### src/av_sync_master_clock_macros.svh
// assertion macros for the av sync master clock
// uses clk and rst_n of the module that expands them
`ifndef AV_SYNC_MASTER_CLOCK_MACROS_SVH
`define AV_SYNC_MASTER_CLOCK_MACROS_SVH
`ifndef NO_ASSERTIONS
`define AVS_ASSERT_IMP(lbl, ante, cons, msg) \
  lbl: assert property (@(posedge clk) disable iff (!rst_n) (ante) |-> (cons)) else $error(msg);
`define AVS_ASSERT_NXT(lbl, ante, cons, msg) \
  lbl: assert property (@(posedge clk) disable iff (!rst_n) (ante) |=> (cons)) else $error(msg);
`else
`define AVS_ASSERT_IMP(lbl, ante, cons, msg)
`define AVS_ASSERT_NXT(lbl, ante, cons, msg)
`endif
`endif

### src/avs_pkg.sv
// shared types, constants and helpers of the av sync master clock
// no dependencies
package avs_pkg;

  localparam int TIME_W  = 40;
  localparam int OFF_W   = 48;
  localparam int RATE_W  = 11;
  localparam int SCL_W   = 43;
  localparam int DVD_W   = 49;
  localparam int CNT_W   = 6;
  localparam int IN_W    = 296;
  localparam int OUT_W   = 64;

  localparam logic [RATE_W-1:0] RATE_ONE = 11'd256;
  localparam logic [RATE_W-1:0] RATE_MIN = 11'd64;
  localparam logic [RATE_W-1:0] RATE_MAX = 11'd1024;
  localparam logic [23:0] TIMEOUT_RST = 24'd1500000;
  localparam logic [19:0] MAXD_RST    = 20'd200000;
  localparam logic [23:0] MIN_THR     = 24'd10000;
  localparam logic [40:0] WRAP_INTV   = 41'd1000000;
  localparam logic [CNT_W-1:0] DIV_LAST = 6'd48;

  typedef enum logic [2:0] {
    OP_DELAY  = 3'd0,
    OP_SEEK   = 3'd1,
    OP_ALIGN  = 3'd2,
    OP_FREEZE = 3'd3,
    OP_RESUME = 3'd4,
    OP_SPEED  = 3'd5,
    OP_PAUSE  = 3'd6,
    OP_RESET  = 3'd7
  } opcode_t;

  typedef enum logic [0:0] {
    CFG_TIMEOUT = 1'b0,
    CFG_MAXD    = 1'b1
  } cfg_idx_t;

  typedef enum logic [1:0] {
    MS_PLAYED  = 2'd0,
    MS_B       = 2'd1,
    MS_ELAPSED = 2'd2,
    MS_LASTDLY = 2'd3
  } mul_sel_t;

  typedef enum logic [3:0] {
    S_IDLE, S_PRE_P, S_PRE_B, S_PRE_L, S_ACT, S_POST_L, S_POST_P,
    S_MASTER, S_DLY_M, S_DLY_N, S_DIV, S_DONE
  } ctl_state_t;

  typedef struct packed {
    logic     latch_in;
    logic     mul_en;
    mul_sel_t mul_sel;
    logic     act;
    logic     master;
    logic     dly_load;
    logic     div_step;
    logic     out_load;
  } ctl_cmd_t;

  typedef struct packed {
    opcode_t op;
    logic    out_busy;
  } ctl_sts_t;

  // wall time since then, backward time counts as zero
  function automatic logic [TIME_W-1:0] elapsed(input logic [TIME_W-1:0] now,
                                                input logic [TIME_W-1:0] then);
    logic [TIME_W-1:0] d;
    d = now - then;
    return d[TIME_W-1] ? '0 : d;
  endfunction

endpackage

### src/avs_ctl.sv
// sequencer of the av sync master clock: steps one event through the datapath
// depends on avs_pkg
module avs_ctl (
  input  logic              clk,
  input  logic              rst_n,
  input  logic              in_tvalid,
  output logic              in_tready,
  input  avs_pkg::ctl_sts_t sts,
  output avs_pkg::ctl_cmd_t cmd
);
  import avs_pkg::*;

  ctl_state_t state_r, state_nxt;
  logic [CNT_W-1:0] cnt_r;

  always_ff @(posedge clk) begin
    if (!rst_n) begin
      state_r <= S_IDLE;
      cnt_r   <= '0;
    end else begin
      state_r <= state_nxt;
      if (state_r == S_DLY_N) cnt_r <= '0;
      else if (state_r == S_DIV) cnt_r <= cnt_r + 1'b1;
    end
  end

  always_comb begin
    state_nxt = state_r;
    unique case (state_r)
      S_IDLE:   if (in_tvalid) state_nxt = S_PRE_P;
      S_PRE_P:  state_nxt = S_PRE_B;
      S_PRE_B:  state_nxt = S_PRE_L;
      S_PRE_L:  state_nxt = S_ACT;
      S_ACT:    state_nxt = S_POST_L;
      S_POST_L: state_nxt = S_POST_P;
      S_POST_P: state_nxt = S_MASTER;
      S_MASTER: state_nxt = (sts.op == OP_DELAY) ? S_DLY_M : S_DONE;
      S_DLY_M:  state_nxt = S_DLY_N;
      S_DLY_N:  state_nxt = S_DIV;
      S_DIV:    if (cnt_r == DIV_LAST) state_nxt = S_DONE;
      S_DONE:   if (!sts.out_busy) state_nxt = S_IDLE;
      default:  state_nxt = S_IDLE;
    endcase
  end

  always_comb begin
    cmd       = '0;
    in_tready = 1'b0;
    unique case (state_r)
      S_IDLE: begin
        in_tready    = 1'b1;
        cmd.latch_in = in_tvalid;
      end
      S_PRE_P, S_POST_P: begin
        cmd.mul_en  = 1'b1;
        cmd.mul_sel = MS_PLAYED;
      end
      S_PRE_B: begin
        cmd.mul_en  = 1'b1;
        cmd.mul_sel = MS_B;
      end
      S_PRE_L, S_POST_L: begin
        cmd.mul_en  = 1'b1;
        cmd.mul_sel = MS_ELAPSED;
      end
      S_ACT:    cmd.act = 1'b1;
      S_MASTER: cmd.master = 1'b1;
      S_DLY_M: begin
        cmd.mul_en  = 1'b1;
        cmd.mul_sel = MS_LASTDLY;
      end
      S_DLY_N:  cmd.dly_load = 1'b1;
      S_DIV:    cmd.div_step = 1'b1;
      S_DONE:   cmd.out_load = !sts.out_busy;
      default:  cmd = '0;
    endcase
  end

endmodule

### src/avs_dp.sv
// datapath of the av sync master clock: clock state, shared multiplier,
// bit-serial divider and output register; depends on avs_pkg and the macros
`include "av_sync_master_clock_macros.svh"
module avs_dp (
  input  logic                       clk,
  input  logic                       rst_n,
  input  logic [avs_pkg::IN_W-1:0]   in_tdata,
  input  logic [2:0]                 in_tuser,
  output logic                       out_tvalid,
  input  logic                       out_tready,
  output logic [avs_pkg::OUT_W-1:0]  out_tdata,
  input  logic                       cfg_we,
  input  logic [0:0]                 cfg_index,
  input  logic [23:0]                cfg_wdata,
  input  avs_pkg::ctl_cmd_t          cmd,
  output avs_pkg::ctl_sts_t          sts
);
  import avs_pkg::*;

  // event operands
  opcode_t           op_r;
  logic [TIME_W-1:0] now_r, val_r, lpts_r, played_r, written_r;
  logic [23:0]       ldly_r, fdur_r;
  logic [31:0]       gen_r;
  logic              act_r, pflag_r;
  logic [11:0]       speed_r;

  // clock state
  logic [OFF_W-1:0]  off_r;
  logic              pend_r, fb_r, paused_r;
  logic [TIME_W-1:0] ppos_r, fstart_r, lbase_r, lanch_r;
  logic [31:0]       pgen_r;
  logic [RATE_W-1:0] rate_r;
  logic [23:0]       timeout_r;
  logic [19:0]       maxd_r;

  // products and results
  logic [SCL_W-1:0]  pa_r, pb_r, pl_r;
  logic [26:0]       ld_r;
  logic [TIME_W-1:0] master_r;
  logic              acc_r, fell_r;
  logic [DVD_W-1:0]  dq_r;
  logic [RATE_W-1:0] rem_r;
  logic              out_valid_r;
  logic [19:0]       odly_r;
  logic [TIME_W-1:0] omaster_r;
  logic              oacc_r, ofell_r;

  // shared multiplier
  logic [TIME_W-1:0]        mul_a;
  logic [RATE_W-1:0]        mul_b, spd_c;
  logic [TIME_W+RATE_W-1:0] prod;
  logic [SCL_W-1:0]         mul_res;

  always_comb begin
    if (speed_r < {1'b0, RATE_MIN}) spd_c = RATE_MIN;
    else if (speed_r > {1'b0, RATE_MAX}) spd_c = RATE_MAX;
    else spd_c = speed_r[RATE_W-1:0];
  end

  always_comb begin
    mul_a = played_r;
    mul_b = rate_r;
    unique case (cmd.mul_sel)
      MS_PLAYED: begin
        mul_a = played_r;
        mul_b = rate_r;
      end
      MS_B: begin
        mul_a = (op_r == OP_RESUME) ? written_r : played_r;
        mul_b = (op_r == OP_RESUME) ? rate_r : spd_c;
      end
      MS_ELAPSED: begin
        mul_a = elapsed(now_r, lanch_r);
        mul_b = rate_r;
      end
      MS_LASTDLY: begin
        mul_a = {16'b0, ldly_r};
        mul_b = rate_r;
      end
      default: begin
        mul_a = played_r;
        mul_b = rate_r;
      end
    endcase
  end

  assign prod    = {{RATE_W{1'b0}}, mul_a} * {{TIME_W{1'b0}}, mul_b};
  assign mul_res = prod[TIME_W+RATE_W-1:8];

  // local clock, held while paused
  logic [TIME_W-1:0] loc;
  assign loc = paused_r ? lbase_r : lbase_r + pl_r[TIME_W-1:0];

  logic [OFF_W-1:0] val48, off_pa, off_pb, off_spd;
  assign val48   = {{(OFF_W-TIME_W){val_r[TIME_W-1]}}, val_r};
  assign off_pa  = val48 - {5'b0, pa_r};
  assign off_pb  = val48 - {5'b0, pb_r};
  assign off_spd = off_r + {5'b0, pa_r} - {5'b0, pb_r};

  logic timed_out, gen_match;
  assign timed_out = elapsed(now_r, fstart_r) > {16'b0, timeout_r};
  assign gen_match = pend_r && (gen_r == pgen_r);

  // delay query numerator
  logic [40:0] intv41, diff41;
  logic [41:0] intv42, diff42, thr42, sum42, num42;
  logic [23:0] thr24;
  logic        bad_intv;
  logic [DVD_W-1:0] dvd;

  always_comb begin
    intv41   = {val_r[TIME_W-1], val_r} - {lpts_r[TIME_W-1], lpts_r};
    bad_intv = intv41[40] || (intv41 == '0) || (intv41 >= WRAP_INTV);
    if (!bad_intv) intv42 = {intv41[40], intv41};
    else if (ldly_r != '0) intv42 = {15'b0, ld_r};
    else intv42 = {18'b0, fdur_r};
    diff41 = {val_r[TIME_W-1], val_r} - {master_r[TIME_W-1], master_r};
    diff42 = {diff41[40], diff41};
    thr24  = (fdur_r > MIN_THR) ? fdur_r : MIN_THR;
    thr42  = {18'b0, thr24};
    sum42  = intv42 + diff42;
    if ($signed(diff42) <= -$signed(thr42)) num42 = '0;
    else if ($signed(diff42) >= $signed(thr42)) num42 = diff42;
    else num42 = sum42;
    dvd = ($signed(num42) > 0) ? {num42[40:0], 8'b0} : '0;
  end

  // one quotient bit a step
  logic [RATE_W:0] rem_s, rem_d;
  logic            q_bit;
  assign rem_s = {rem_r, dq_r[DVD_W-1]};
  assign q_bit = rem_s >= {1'b0, rate_r};
  assign rem_d = q_bit ? rem_s - {1'b0, rate_r} : rem_s;

  logic [19:0] dly_c;
  assign dly_c = (op_r != OP_DELAY) ? '0 :
                 (dq_r > {29'b0, maxd_r}) ? maxd_r : dq_r[19:0];

  always_ff @(posedge clk) begin
    if (cmd.latch_in) begin
      op_r      <= opcode_t'(in_tuser);
      now_r     <= in_tdata[39:0];
      val_r     <= in_tdata[79:40];
      lpts_r    <= in_tdata[119:80];
      ldly_r    <= in_tdata[143:120];
      fdur_r    <= in_tdata[167:144];
      gen_r     <= in_tdata[199:168];
      act_r     <= in_tdata[200];
      played_r  <= in_tdata[240:201];
      written_r <= in_tdata[280:241];
      speed_r   <= in_tdata[292:281];
      pflag_r   <= in_tdata[293];
    end
    if (cmd.mul_en) begin
      unique case (cmd.mul_sel)
        MS_PLAYED:  pa_r <= mul_res;
        MS_B:       pb_r <= mul_res;
        MS_ELAPSED: pl_r <= mul_res;
        MS_LASTDLY: ld_r <= mul_res[26:0];
        default:    pa_r <= mul_res;
      endcase
    end
    if (cmd.dly_load) begin
      dq_r  <= dvd;
      rem_r <= '0;
    end else if (cmd.div_step) begin
      dq_r  <= {dq_r[DVD_W-2:0], q_bit};
      rem_r <= rem_d[RATE_W-1:0];
    end
    if (cmd.out_load) begin
      odly_r    <= dly_c;
      omaster_r <= master_r;
      oacc_r    <= acc_r;
      ofell_r   <= fell_r;
    end
  end

  // clock state and event flags
  always_ff @(posedge clk) begin
    if (!rst_n) begin
      off_r       <= '0;
      pend_r      <= 1'b0;
      fb_r        <= 1'b0;
      ppos_r      <= '0;
      pgen_r      <= '0;
      fstart_r    <= '0;
      lbase_r     <= '0;
      lanch_r     <= '0;
      rate_r      <= RATE_ONE;
      paused_r    <= 1'b0;
      timeout_r   <= TIMEOUT_RST;
      maxd_r      <= MAXD_RST;
      acc_r       <= 1'b0;
      fell_r      <= 1'b0;
      out_valid_r <= 1'b0;
      master_r    <= '0;
    end else begin
      if (cfg_we) begin
        unique case (cfg_idx_t'(cfg_index))
          CFG_TIMEOUT: timeout_r <= cfg_wdata;
          CFG_MAXD:    maxd_r <= cfg_wdata[19:0];
          default:     timeout_r <= cfg_wdata;
        endcase
      end
      if (cmd.out_load) out_valid_r <= 1'b1;
      else if (out_tready) out_valid_r <= 1'b0;
      if (cmd.latch_in) begin
        acc_r  <= 1'b0;
        fell_r <= 1'b0;
      end
      if (cmd.act) begin
        unique case (op_r)
          OP_DELAY: ;
          OP_SEEK: begin
            if (act_r) off_r <= off_pa;
            lbase_r <= val_r;
            lanch_r <= now_r;
          end
          OP_ALIGN: begin
            if (act_r) off_r <= off_pa;
            else begin
              lbase_r <= val_r;
              lanch_r <= now_r;
            end
          end
          OP_FREEZE: begin
            pend_r   <= 1'b1;
            fb_r     <= 1'b0;
            ppos_r   <= val_r;
            pgen_r   <= gen_r;
            fstart_r <= now_r;
          end
          OP_RESUME: begin
            if (gen_match) begin
              pend_r <= 1'b0;
              fb_r   <= 1'b0;
              acc_r  <= 1'b1;
              if (act_r) off_r <= off_pb;
              else begin
                lbase_r <= val_r;
                lanch_r <= now_r;
              end
            end
          end
          OP_SPEED: begin
            if (act_r) off_r <= off_spd;
            lbase_r <= loc;
            lanch_r <= now_r;
            rate_r  <= spd_c;
          end
          OP_PAUSE: begin
            if (pflag_r) begin
              lbase_r  <= loc;
              paused_r <= 1'b1;
            end else begin
              paused_r <= 1'b0;
            end
            lanch_r <= now_r;
          end
          OP_RESET: begin
            off_r   <= '0;
            pend_r  <= 1'b0;
            fb_r    <= 1'b0;
            lbase_r <= '0;
            lanch_r <= now_r;
          end
          default: ;
        endcase
      end
      if (cmd.master) begin
        if (!act_r) master_r <= loc;
        else if (pend_r) begin
          master_r <= ppos_r;
          // audio start never came: restart the local clock at the frozen spot
          if (timed_out) begin
            pend_r  <= 1'b0;
            fb_r    <= 1'b1;
            lbase_r <= ppos_r;
            lanch_r <= now_r;
            fell_r  <= 1'b1;
          end
        end else if (fb_r) master_r <= loc;
        else master_r <= pa_r[TIME_W-1:0] + off_r[TIME_W-1:0];
      end
    end
  end

  assign sts.op       = op_r;
  assign sts.out_busy = out_valid_r && !out_tready;
  assign out_tvalid   = out_valid_r;
  assign out_tdata    = {2'b0, ofell_r, oacc_r, omaster_r, odly_r};

  `AVS_ASSERT_IMP(a_rate_range, 1'b1, (rate_r >= RATE_MIN) && (rate_r <= RATE_MAX), "rate out of range")
  `AVS_ASSERT_IMP(a_pend_fb, 1'b1, !(pend_r && fb_r), "pending and fallback both set")
  `AVS_ASSERT_IMP(a_out_free, cmd.out_load, !out_valid_r || out_tready, "output overwritten")
  `AVS_ASSERT_IMP(a_fell_active, cmd.out_load && fell_r, act_r, "fallback without audio")
  `AVS_ASSERT_NXT(a_acc_resume, cmd.act && (op_r != OP_RESUME), !acc_r, "accept on other opcode")

endmodule

### src/av_sync_master_clock.sv
// top level of the audio-master av sync clock
// depends on avs_pkg, avs_ctl and avs_dp
//
//  channel  direction  handshake                 payload
//  in_      input      in_tvalid / in_tready     in_tdata, in_tuser (opcode)
//  out_     output     out_tvalid / out_tready   out_tdata
//  cfg_     input      cfg_we                    cfg_index, cfg_wdata
//
// one event at a time: it is latched, the products formed, the event applied and
// the master time found; a delay query then runs the bit-serial divider by rate
// the result sits in an output register, so the next event is taken while it waits
// reset (rst_n low, synchronous) restores the register defaults and the clock state
module av_sync_master_clock (
  input  logic                      clk,
  input  logic                      rst_n,
  input  logic                      in_tvalid,
  output logic                      in_tready,
  // now_us, value_us, last_pts_us, last_delay_us, frame_duration_us, generation,
  // audio_active, played_us, written_us, speed_q8, pause_flag, pad
  input  logic [avs_pkg::IN_W-1:0]  in_tdata,
  // opcode
  input  logic [2:0]                in_tuser,
  output logic                      out_tvalid,
  input  logic                      out_tready,
  // delay_us, master_us, accepted, fell_back, pad
  output logic [avs_pkg::OUT_W-1:0] out_tdata,
  input  logic                      cfg_we,
  input  logic [0:0]                cfg_index,
  input  logic [23:0]               cfg_wdata
);
  import avs_pkg::*;

  ctl_cmd_t cmd;
  ctl_sts_t sts;

  avs_ctl u_ctl (
    .clk       (clk),
    .rst_n     (rst_n),
    .in_tvalid (in_tvalid),
    .in_tready (in_tready),
    .sts       (sts),
    .cmd       (cmd)
  );

  avs_dp u_dp (
    .clk        (clk),
    .rst_n      (rst_n),
    .in_tdata   (in_tdata),
    .in_tuser   (in_tuser),
    .out_tvalid (out_tvalid),
    .out_tready (out_tready),
    .out_tdata  (out_tdata),
    .cfg_we     (cfg_we),
    .cfg_index  (cfg_index),
    .cfg_wdata  (cfg_wdata),
    .cmd        (cmd),
    .sts        (sts)
  );

endmodule
### config.mk
export PLATFORM = sky130hd
export DESIGN_NAME = av_sync_master_clock
export DESIGN_NICKNAME = d
export VERILOG_FILES = /design/src/avs_pkg.sv /design/src/avs_ctl.sv /design/src/avs_dp.sv /design/src/av_sync_master_clock.sv
export VERILOG_INCLUDE_DIRS = /design/src /design/src/src
export SDC_FILE = /design/constraint.sdc
export NUM_CORES = 2
export LEC_CHECK = 0
export ABC_AREA = 0
export BUFFER_PORTS_ARGS = -buffer_cell sky130_fd_sc_hd__buf_2
export CORE_ASPECT_RATIO = 0.6
export CORE_MARGIN = 5
export CORE_UTILIZATION = 45
export CTS_BUF_LIST = sky130_fd_sc_hd__clkbuf_4 sky130_fd_sc_hd__clkbuf_8 sky130_fd_sc_hd__clkbuf_16
export CTS_CLUSTER_DIAMETER = 100
export DETAILED_ROUTE_END_ITERATION = 10
export GPL_TIMING_DRIVEN = 0
export PLACE_DENSITY = 0.71
export SYNTH_ARGS = -nofsm -noshare
export SYNTH_HDL_FRONTEND = slang
export SYNTH_SLANG_ARGS = --single-unit
### constraint.sdc
create_clock -name clk -period 19.3 [get_ports clk]
set_input_delay 2.895 -clock clk [delete_from_list [all_inputs] [get_ports clk]]
set_output_delay 2.895 -clock clk [all_outputs]
set_load 0.05 [all_outputs]
Word-level counts from Yosys, hierarchy flattened
Index checks and enable logic that the tools add are counted.
{"block": "totals", "wordCells": 213, "ramBits": 0, "romBits": 0, "out_inout_bits": 66, "latchBits": 0, "inputBits": 329, "ff_bits": 923, "n_memories": 0}
{"block": "classes", "order_cmp": 10, "n_reduce_logical": 33, "n_mul": 1, "shift": 0, "n_div": 0, "add_sub_neg": 14, "bitwise": 2, "mux": 83, "n_eq_ne": 30}
{"op": "$mux W40", "count": 20}
{"op": "$pmux W40 S6", "count": 1}
{"op": "$mux W48", "count": 4}
{"op": "$pmux W48 S4", "count": 1}
{"op": "$pmux W40 S4", "count": 1}
{"op": "$mux W49", "count": 3}
{"op": "$mux W42", "count": 3}
{"op": "$pmux W40 S3", "count": 1}
{"op": "$sub A40 B44 Y45", "count": 2}
{"op": "$sub A40 B40 Y41", "count": 2}
{"op": "$add A40 B40 Y40", "count": 2}
{"op": "$sub A40 B40 Y40", "count": 2}
{"op": "$mux W39", "count": 2}
{"op": "$mul A40 B11 Y51", "count": 1}
{"op": "$gt A49 B20 Y1", "count": 1}
{"op": "$add A48 B43 Y48", "count": 1}
{"op": "$pmux W4 S12", "count": 1}
{"op": "$sub A48 B43 Y48", "count": 1}
{"op": "$mux W11", "count": 4}
{"op": "$add A42 B42 Y42", "count": 1}
{"op": "$gt A42 B1 Y1 const B", "count": 1}
{"op": "$le A41 B42 Y1", "count": 1}
{"op": "$neg A24 Y42", "count": 1}
{"op": "$ge A41 B20 Y1 const B", "count": 1}
{"op": "49 further kinds", "count": 115}

Depth between registers and ports, before layout
{"block": "depth", "word_depth": 11, "ltp_mapped": 40, "ltp_nobuf": 40}

Modules after synthesis
Synthesis repeated with hierarchy kept, for this count alone.
{"block": "unflattened", "hier_cells": 8210, "hier_area_um2": 73485.5}
{"module": "avs_dp", "area_per_inst_um2": 72813.6, "instances": 1, "cells_each": 8122, "seq_area_each_um2": 23552.6}
{"module": "avs_ctl", "area_per_inst_um2": 671.9, "instances": 1, "cells_each": 88, "seq_area_each_um2": 200.2}

Least setup slack after synthesis
Ideal clock, no wire load.
{"block": "synth_timing", "path_type": "register to register", "startpoint": "register u_ctl.state_r[2]", "endpoint": "register u_dp.pa_r[39], data pin", "synth_period_minus_slack_ns": 11.462, "t_arrival_ns": 11.195, "setup_time_ns": 0.267, "required_ns": 19.033, "setup_slack_ns": 7.838, "stages_incl_launch_ff": 29, "path_buffers": 2, "cell_sequence": "dfxtp_1 clkbuf_1 xnor2_1 nor3b_1 nand2_1 clkbuf_1 o311a_1 nor2_1 nand2_1 fa_1 fa_1 fa_1 inv_1 fa_1 fa_1 ha_1 nand4_1 nor2_1 a211o_1 a21o_1 a2111oi_0 o211ai_1 o21a_2 o21a_4 a41oi_4 o21bai_4 a21oi_2 xnor2_2 xnor2_1"}
{"block": "synth_via", "elab_chain_len": 7, "word_cells_on_any_way": 17, "classes_between": "1 x mul; 9 x eq/ne; 3 x mux; 4 x reduce/logical"}
{"element": "start: declaration", "line_no": "avs_ctl.sv:13", "source": "ctl_state_t state_r, state_nxt;"}
{"element": "start signal: assignment", "line_no": "avs_ctl.sv:21", "source": "state_r <= state_nxt;"}
{"element": "$eq A4 B2 Y1 (tied with other cells)", "line_no": "avs_ctl.sv:49", "source": "unique case (state_r)"}
{"element": "$reduce_or A2 Y1", "line_no": "avs_ctl.sv:49"}
{"element": "$pmux W3 S4 *", "line_no": "avs_ctl.sv:49"}
{"element": "$eq A2 B2 Y1 or $logic_not A2 Y1 (tied branches)", "line_no": "avs_dp.sv:64", "source": "unique case (cmd.mul_sel)"}
{"element": "$reduce_or A3 Y1 (no line)"}
{"element": "$pmux W11 S2", "line_no": "avs_dp.sv:64"}
{"element": "$mul A40 B11 Y51 *", "line_no": "avs_dp.sv:88", "source": "assign prod = {{RATE_W{1'b0}}, mul_a} * {{TIME_W{1'b0}}, mul_b};"}
{"element": "net u_dp.prod[47]", "line_no": "avs_dp.sv:52", "source": "logic [TIME_W+RATE_W-1:0] prod;"}
{"element": "end signal: assignment", "line_no": "avs_dp.sv:157", "source": "MS_PLAYED: pa_r <= mul_res;"}
{"element": "end signal: assignment", "line_no": "avs_dp.sv:161", "source": "default: pa_r <= mul_res;"}
{"element": "end: declaration", "line_no": "avs_dp.sv:38", "source": "logic [SCL_W-1:0] pa_r, pb_r, pl_r;"}
The timed path passes the listed nets; every way through them passes the cells marked *.
A chain may end at the register's enable or synchronous reset.

Worst setup path in the final report
{"block": "layout_timing", "startpoint": "register u_dp.now_r[34]", "endpoint": "register u_dp.ld_r[25], data pin"}
{"block": "layout_via", "elab_chain_len": 4}
{"element": "start: declaration", "line_no": "avs_dp.sv:22", "source": "logic [TIME_W-1:0] now_r, val_r, lpts_r, played_r, written_r;"}
{"element": "start signal: assignment", "line_no": "avs_dp.sv:143", "source": "now_r <= in_tdata[39:0];"}
{"element": "$sub A40 B40 Y40", "line_no": "avs_pkg.sv:71", "source": "d = now - then;"}
{"element": "$mux W39", "line_no": "avs_pkg.sv:72", "source": "return d[TIME_W-1] ? '0 : d;"}
{"element": "$pmux W40 S4", "line_no": "avs_dp.sv:64"}
{"element": "$mul A40 B11 Y51", "line_no": "avs_dp.sv:88"}
{"element": "net u_dp.prod[33]", "line_no": "avs_dp.sv:52"}
{"element": "end signal: assignment", "line_no": "avs_dp.sv:160", "source": "MS_LASTDLY: ld_r <= mul_res[26:0];"}
{"element": "end: declaration", "line_no": "avs_dp.sv:39", "source": "logic [26:0] ld_r;"}
The timed path passes the listed nets, and every way through them passes these cells.

==> flow_metrics.py <==
metrics = {
    "place": {
        "dpl.hpwl_mm": 257,
        "pre_cts_ws_ns": 7.23,
        "place_area_um2": 78700,
        "post-place-cells": 10800,
        "gp_congestion": 1.07,
        "io_buffers": 390,
    },
    "worst_hold_path": {
        "min_from": "u_dp.acc_r",
        "min_path_type": "reg2reg",
        "min_path_cells": 0,
    },
    "synth": {
        "ys_seq_area_share_pct": 32.4,
        "synth_top_area_share_pct": 22.7,
        "async_flop_share_pct": 0,
        "ys_top_cells_by_area": "edfxtp_1, fa_1, ha_1",
        "synth.top_cells.by_count": "nand2_1, inv_1, a21oi_1",
        "ys_ff_latch": 909,
        "synth_top_area_cell": "edfxtp_1",
        "synth_cells": 8242,
        "syn_avg_cell_area_um2": 8.90,
        "yosys_warnings": 0,
        "yosys.cell_count.top_type": "nand2_1",
        "synth_cell_type_count": 107,
        "synth_edf_count": 555,
        "netlist_area_um2": 73400,
        "synth-main-ff-cell": "edfxtp_1",
    },
    "finish": {
        "nNetsFinal": 10100,
        "drive_gt1_share_pct": 8.46,
        "fin_cells": 11000,
        "final_util_pct": 50.8,
        "areaGrowthSynthToFinish_pct": 12.0,
        "design_area_um2": 82200,
    },
    "global_routing": {
        "gr-usage-met3_pct": 14.0,
        "grt_max_degree": 115,
        "antenna_found_initial": 22,
        "met1_usage_pct": 55.3,
        "first_global_vias": 62300,
        "grt-busiest-layer": "met1",
        "grt_use_met2_pct": 45.5,
        "grt_pass1_wl_mm": 443,
        "grt-ovfl-total": 0,
        "grtUsageTotal_pct": 35.6,
    },
    "sta": {
        "worst_slew_pin_slew_ns": 1.59,
        "setup_viol_count_final": 0,
        "rsz0062_at_grt": "false",
        "finalCritPeriodShare_pct": 64.9,
        "fin_crit_ns": 12.52,
        "fin_skew_ns": 0.0288,
        "final_max_slew_viol_count": 42,
        "fmax_mhz": 79.9,
        "finalHoldViolCount": 0,
        "fin_ws_ns": 6.78,
        "tns_ns": 0,
        "hold_ws_ns": 0.450,
        "slew_headroom_pct": -6.18,
    },
    "critical_path": {
        "reg2reg_to": "u_dp.ld_r[25]",
        "reg2reg_setup_slack_ns": 6.78,
        "critPathKind": "reg2reg",
        "cp_data_arrival_time_ns": 12.87,
        "crit_start": "u_dp.now_r[34]",
        "worstSetupEndpointType": "flip-flop",
        "critical_path_required_ns": 19.65,
        "slowest_stage": "a2111oi_0",
        "endpoint": "u_dp.ld_r[25]",
        "setup.worst_path.start_class": "flip-flop",
        "worstPathMaxFanout": 10,
        "critPathMaxStageDelay_ns": 1.10,
        "reg2reg_from": "u_dp.now_r[34]",
        "rr_worst_depth": 32,
    },
    "clocking": {
        "numClockSinks": 909,
        "cts_buffers": 96,
        "htree_levels": 3,
        "cts_tree": "built",
        "clk_latency_ns": 0.76,
        "clockBufferDepth": 3,
        "ctsResizeCount": 0,
        "post_cts_buffers": 0,
        "cts_root_buf": "clkbuf_16",
        "clkTransAtPathRegs_ns": 0.07,
        "hold_buffers": 0,
    },
    "die": {
        "die_x_um": 531,
        "core_region_area_um2": 162000,
        "ios": 395,
        "dieArea_um2": 171000,
        "rows": 114,
        "die_y_um": 323,
        "start_util_pct": 45.4,
    },
    "status": {
        "violations": "max-capacitance violations, max-slew violations",
        "outcome": "finished with violations",
    },
    "power_and_ir_drop": {
        "power_density_nw_per_um2": 88.5,
        "p_leak_nw": 34.2,
        "vdd_drop_max_uv": 69.0,
        "p_total_mw": 7.27,
    },
    "detailed_routing": {
        "avgViaCountPerCell": 6.20,
        "drc": 0,
        "wl_per_cell_um": 28.7,
        "ant_nets": 0,
        "vias": 68400,
        "drt_first_pass_iters": 7,
        "drt-initial-drc-count": 10600,
        "wl_mm": 317,
    },
    "run": {
        "drv_cap": 6,
    },
}
-- cells by family after synthesis --
group           count (synthesis)  synth area share (%)
compound gates               2187                  19.2
simple gates                 2392                  14.6
xor+xnor                      434                  5.19
fa+ha+maj                     977                  20.6
mux                           114                  1.59
buf+inv                      1228                  6.37
flops                         909                  32.4
other cells                     1               0.00511
-- layout make-up --
cell class,count,area [µm²]
clock buffers,126,2740
multi-input cells,6138,45200
flip-flops and latches,909,23800
clock inverters,56,694
well taps,2146,2690
fillers,15100,79400
diodes,11,27.5
plain buffers,309,1220
inverters,919,3460
repair buffers,425,2400
-- sequential cells by signal, summed over array words and instances (netlist names), 24 cells and up --
name,count
u_dp.written_r,40
u_dp.ldly_r,24
u_dp.pl_r,40
u_dp.pa_r,40
u_dp.fstart_r,40
u_dp.now_r,40
u_dp.master_r,40
u_dp.val_r,40
u_dp.fdur_r,24
u_dp.gen_r,32
u_dp.pgen_r,32
u_dp.lanch_r,40
u_dp.ppos_r,40
u_dp.off_r,40
u_dp.lpts_r,40
u_dp.played_r,40
u_dp.pb_r,40
u_dp.ld_r,27
u_dp.timeout_r,24
u_dp.omaster_r,40
u_dp.lbase_r,40
u_dp.dq_r,49
-- placed cells by master (no fill, tap or decap), types with 94 or more instances in the layout --
cell type	synthesis	layout
nand2_1	1006	1006
inv_1	916	914
a21oi_1	697	696
nor2_1	634	633
ha_1	590	590
edfxtp_1	555	555
buf_2	15	409
o21ai_0	406	403
fa_1	387	387
dfxtp_1	354	354
xnor2_1	290	284
a21o_1	273	273
clkbuf_1	271	269
xor2_1	143	140
nand3_1	135	135
nor3_1	118	118
clkbuf_16	0	100
mux2i_1	94	94
-- worst max-delay path, delay by kind of cell (launching register included) --
family | cells | cell delay (ns)
fa+ha+maj | 7 | 3.28
compound gates | 8 | 3.34
simple gates | 11 | 1.87
flops | 1 | 0.54
buf+inv | 5 | 2.00
xor+xnor | 1 | 1.07
-- report_power, final --
part | switching [mW] | total [mW] | internal (mW)
Sequential | 0.131 | 2.37 | 2.24
Clock | 0.924 | 2.08 | 1.15
Combinational | 1.89 | 2.83 | 0.937
-- per-layer routing --
layer | vias to the layer above | share of wire (%)
met4 | 22 | 2.2
met2 | 4551 | 37
met3 | 442 | 15
met1 | 33400 | 46
met5 | - | 0.15
li1 | 30000 | -
-- how the worst min path moves through the flow --
stage | slack, ns | end
final | 0.45 | u_dp.oacc_r
after global routing | 0.46 | u_dp.oacc_r
after CTS | 0.45 | u_dp.oacc_r
after detailed placement | 0.43 | u_dp.omaster_r[21]
after global placement | 0.42 | u_dp.omaster_r[21]
after floorplan | 0.41 | u_dp.ofell_r
(Power assumes the default switching activity.)
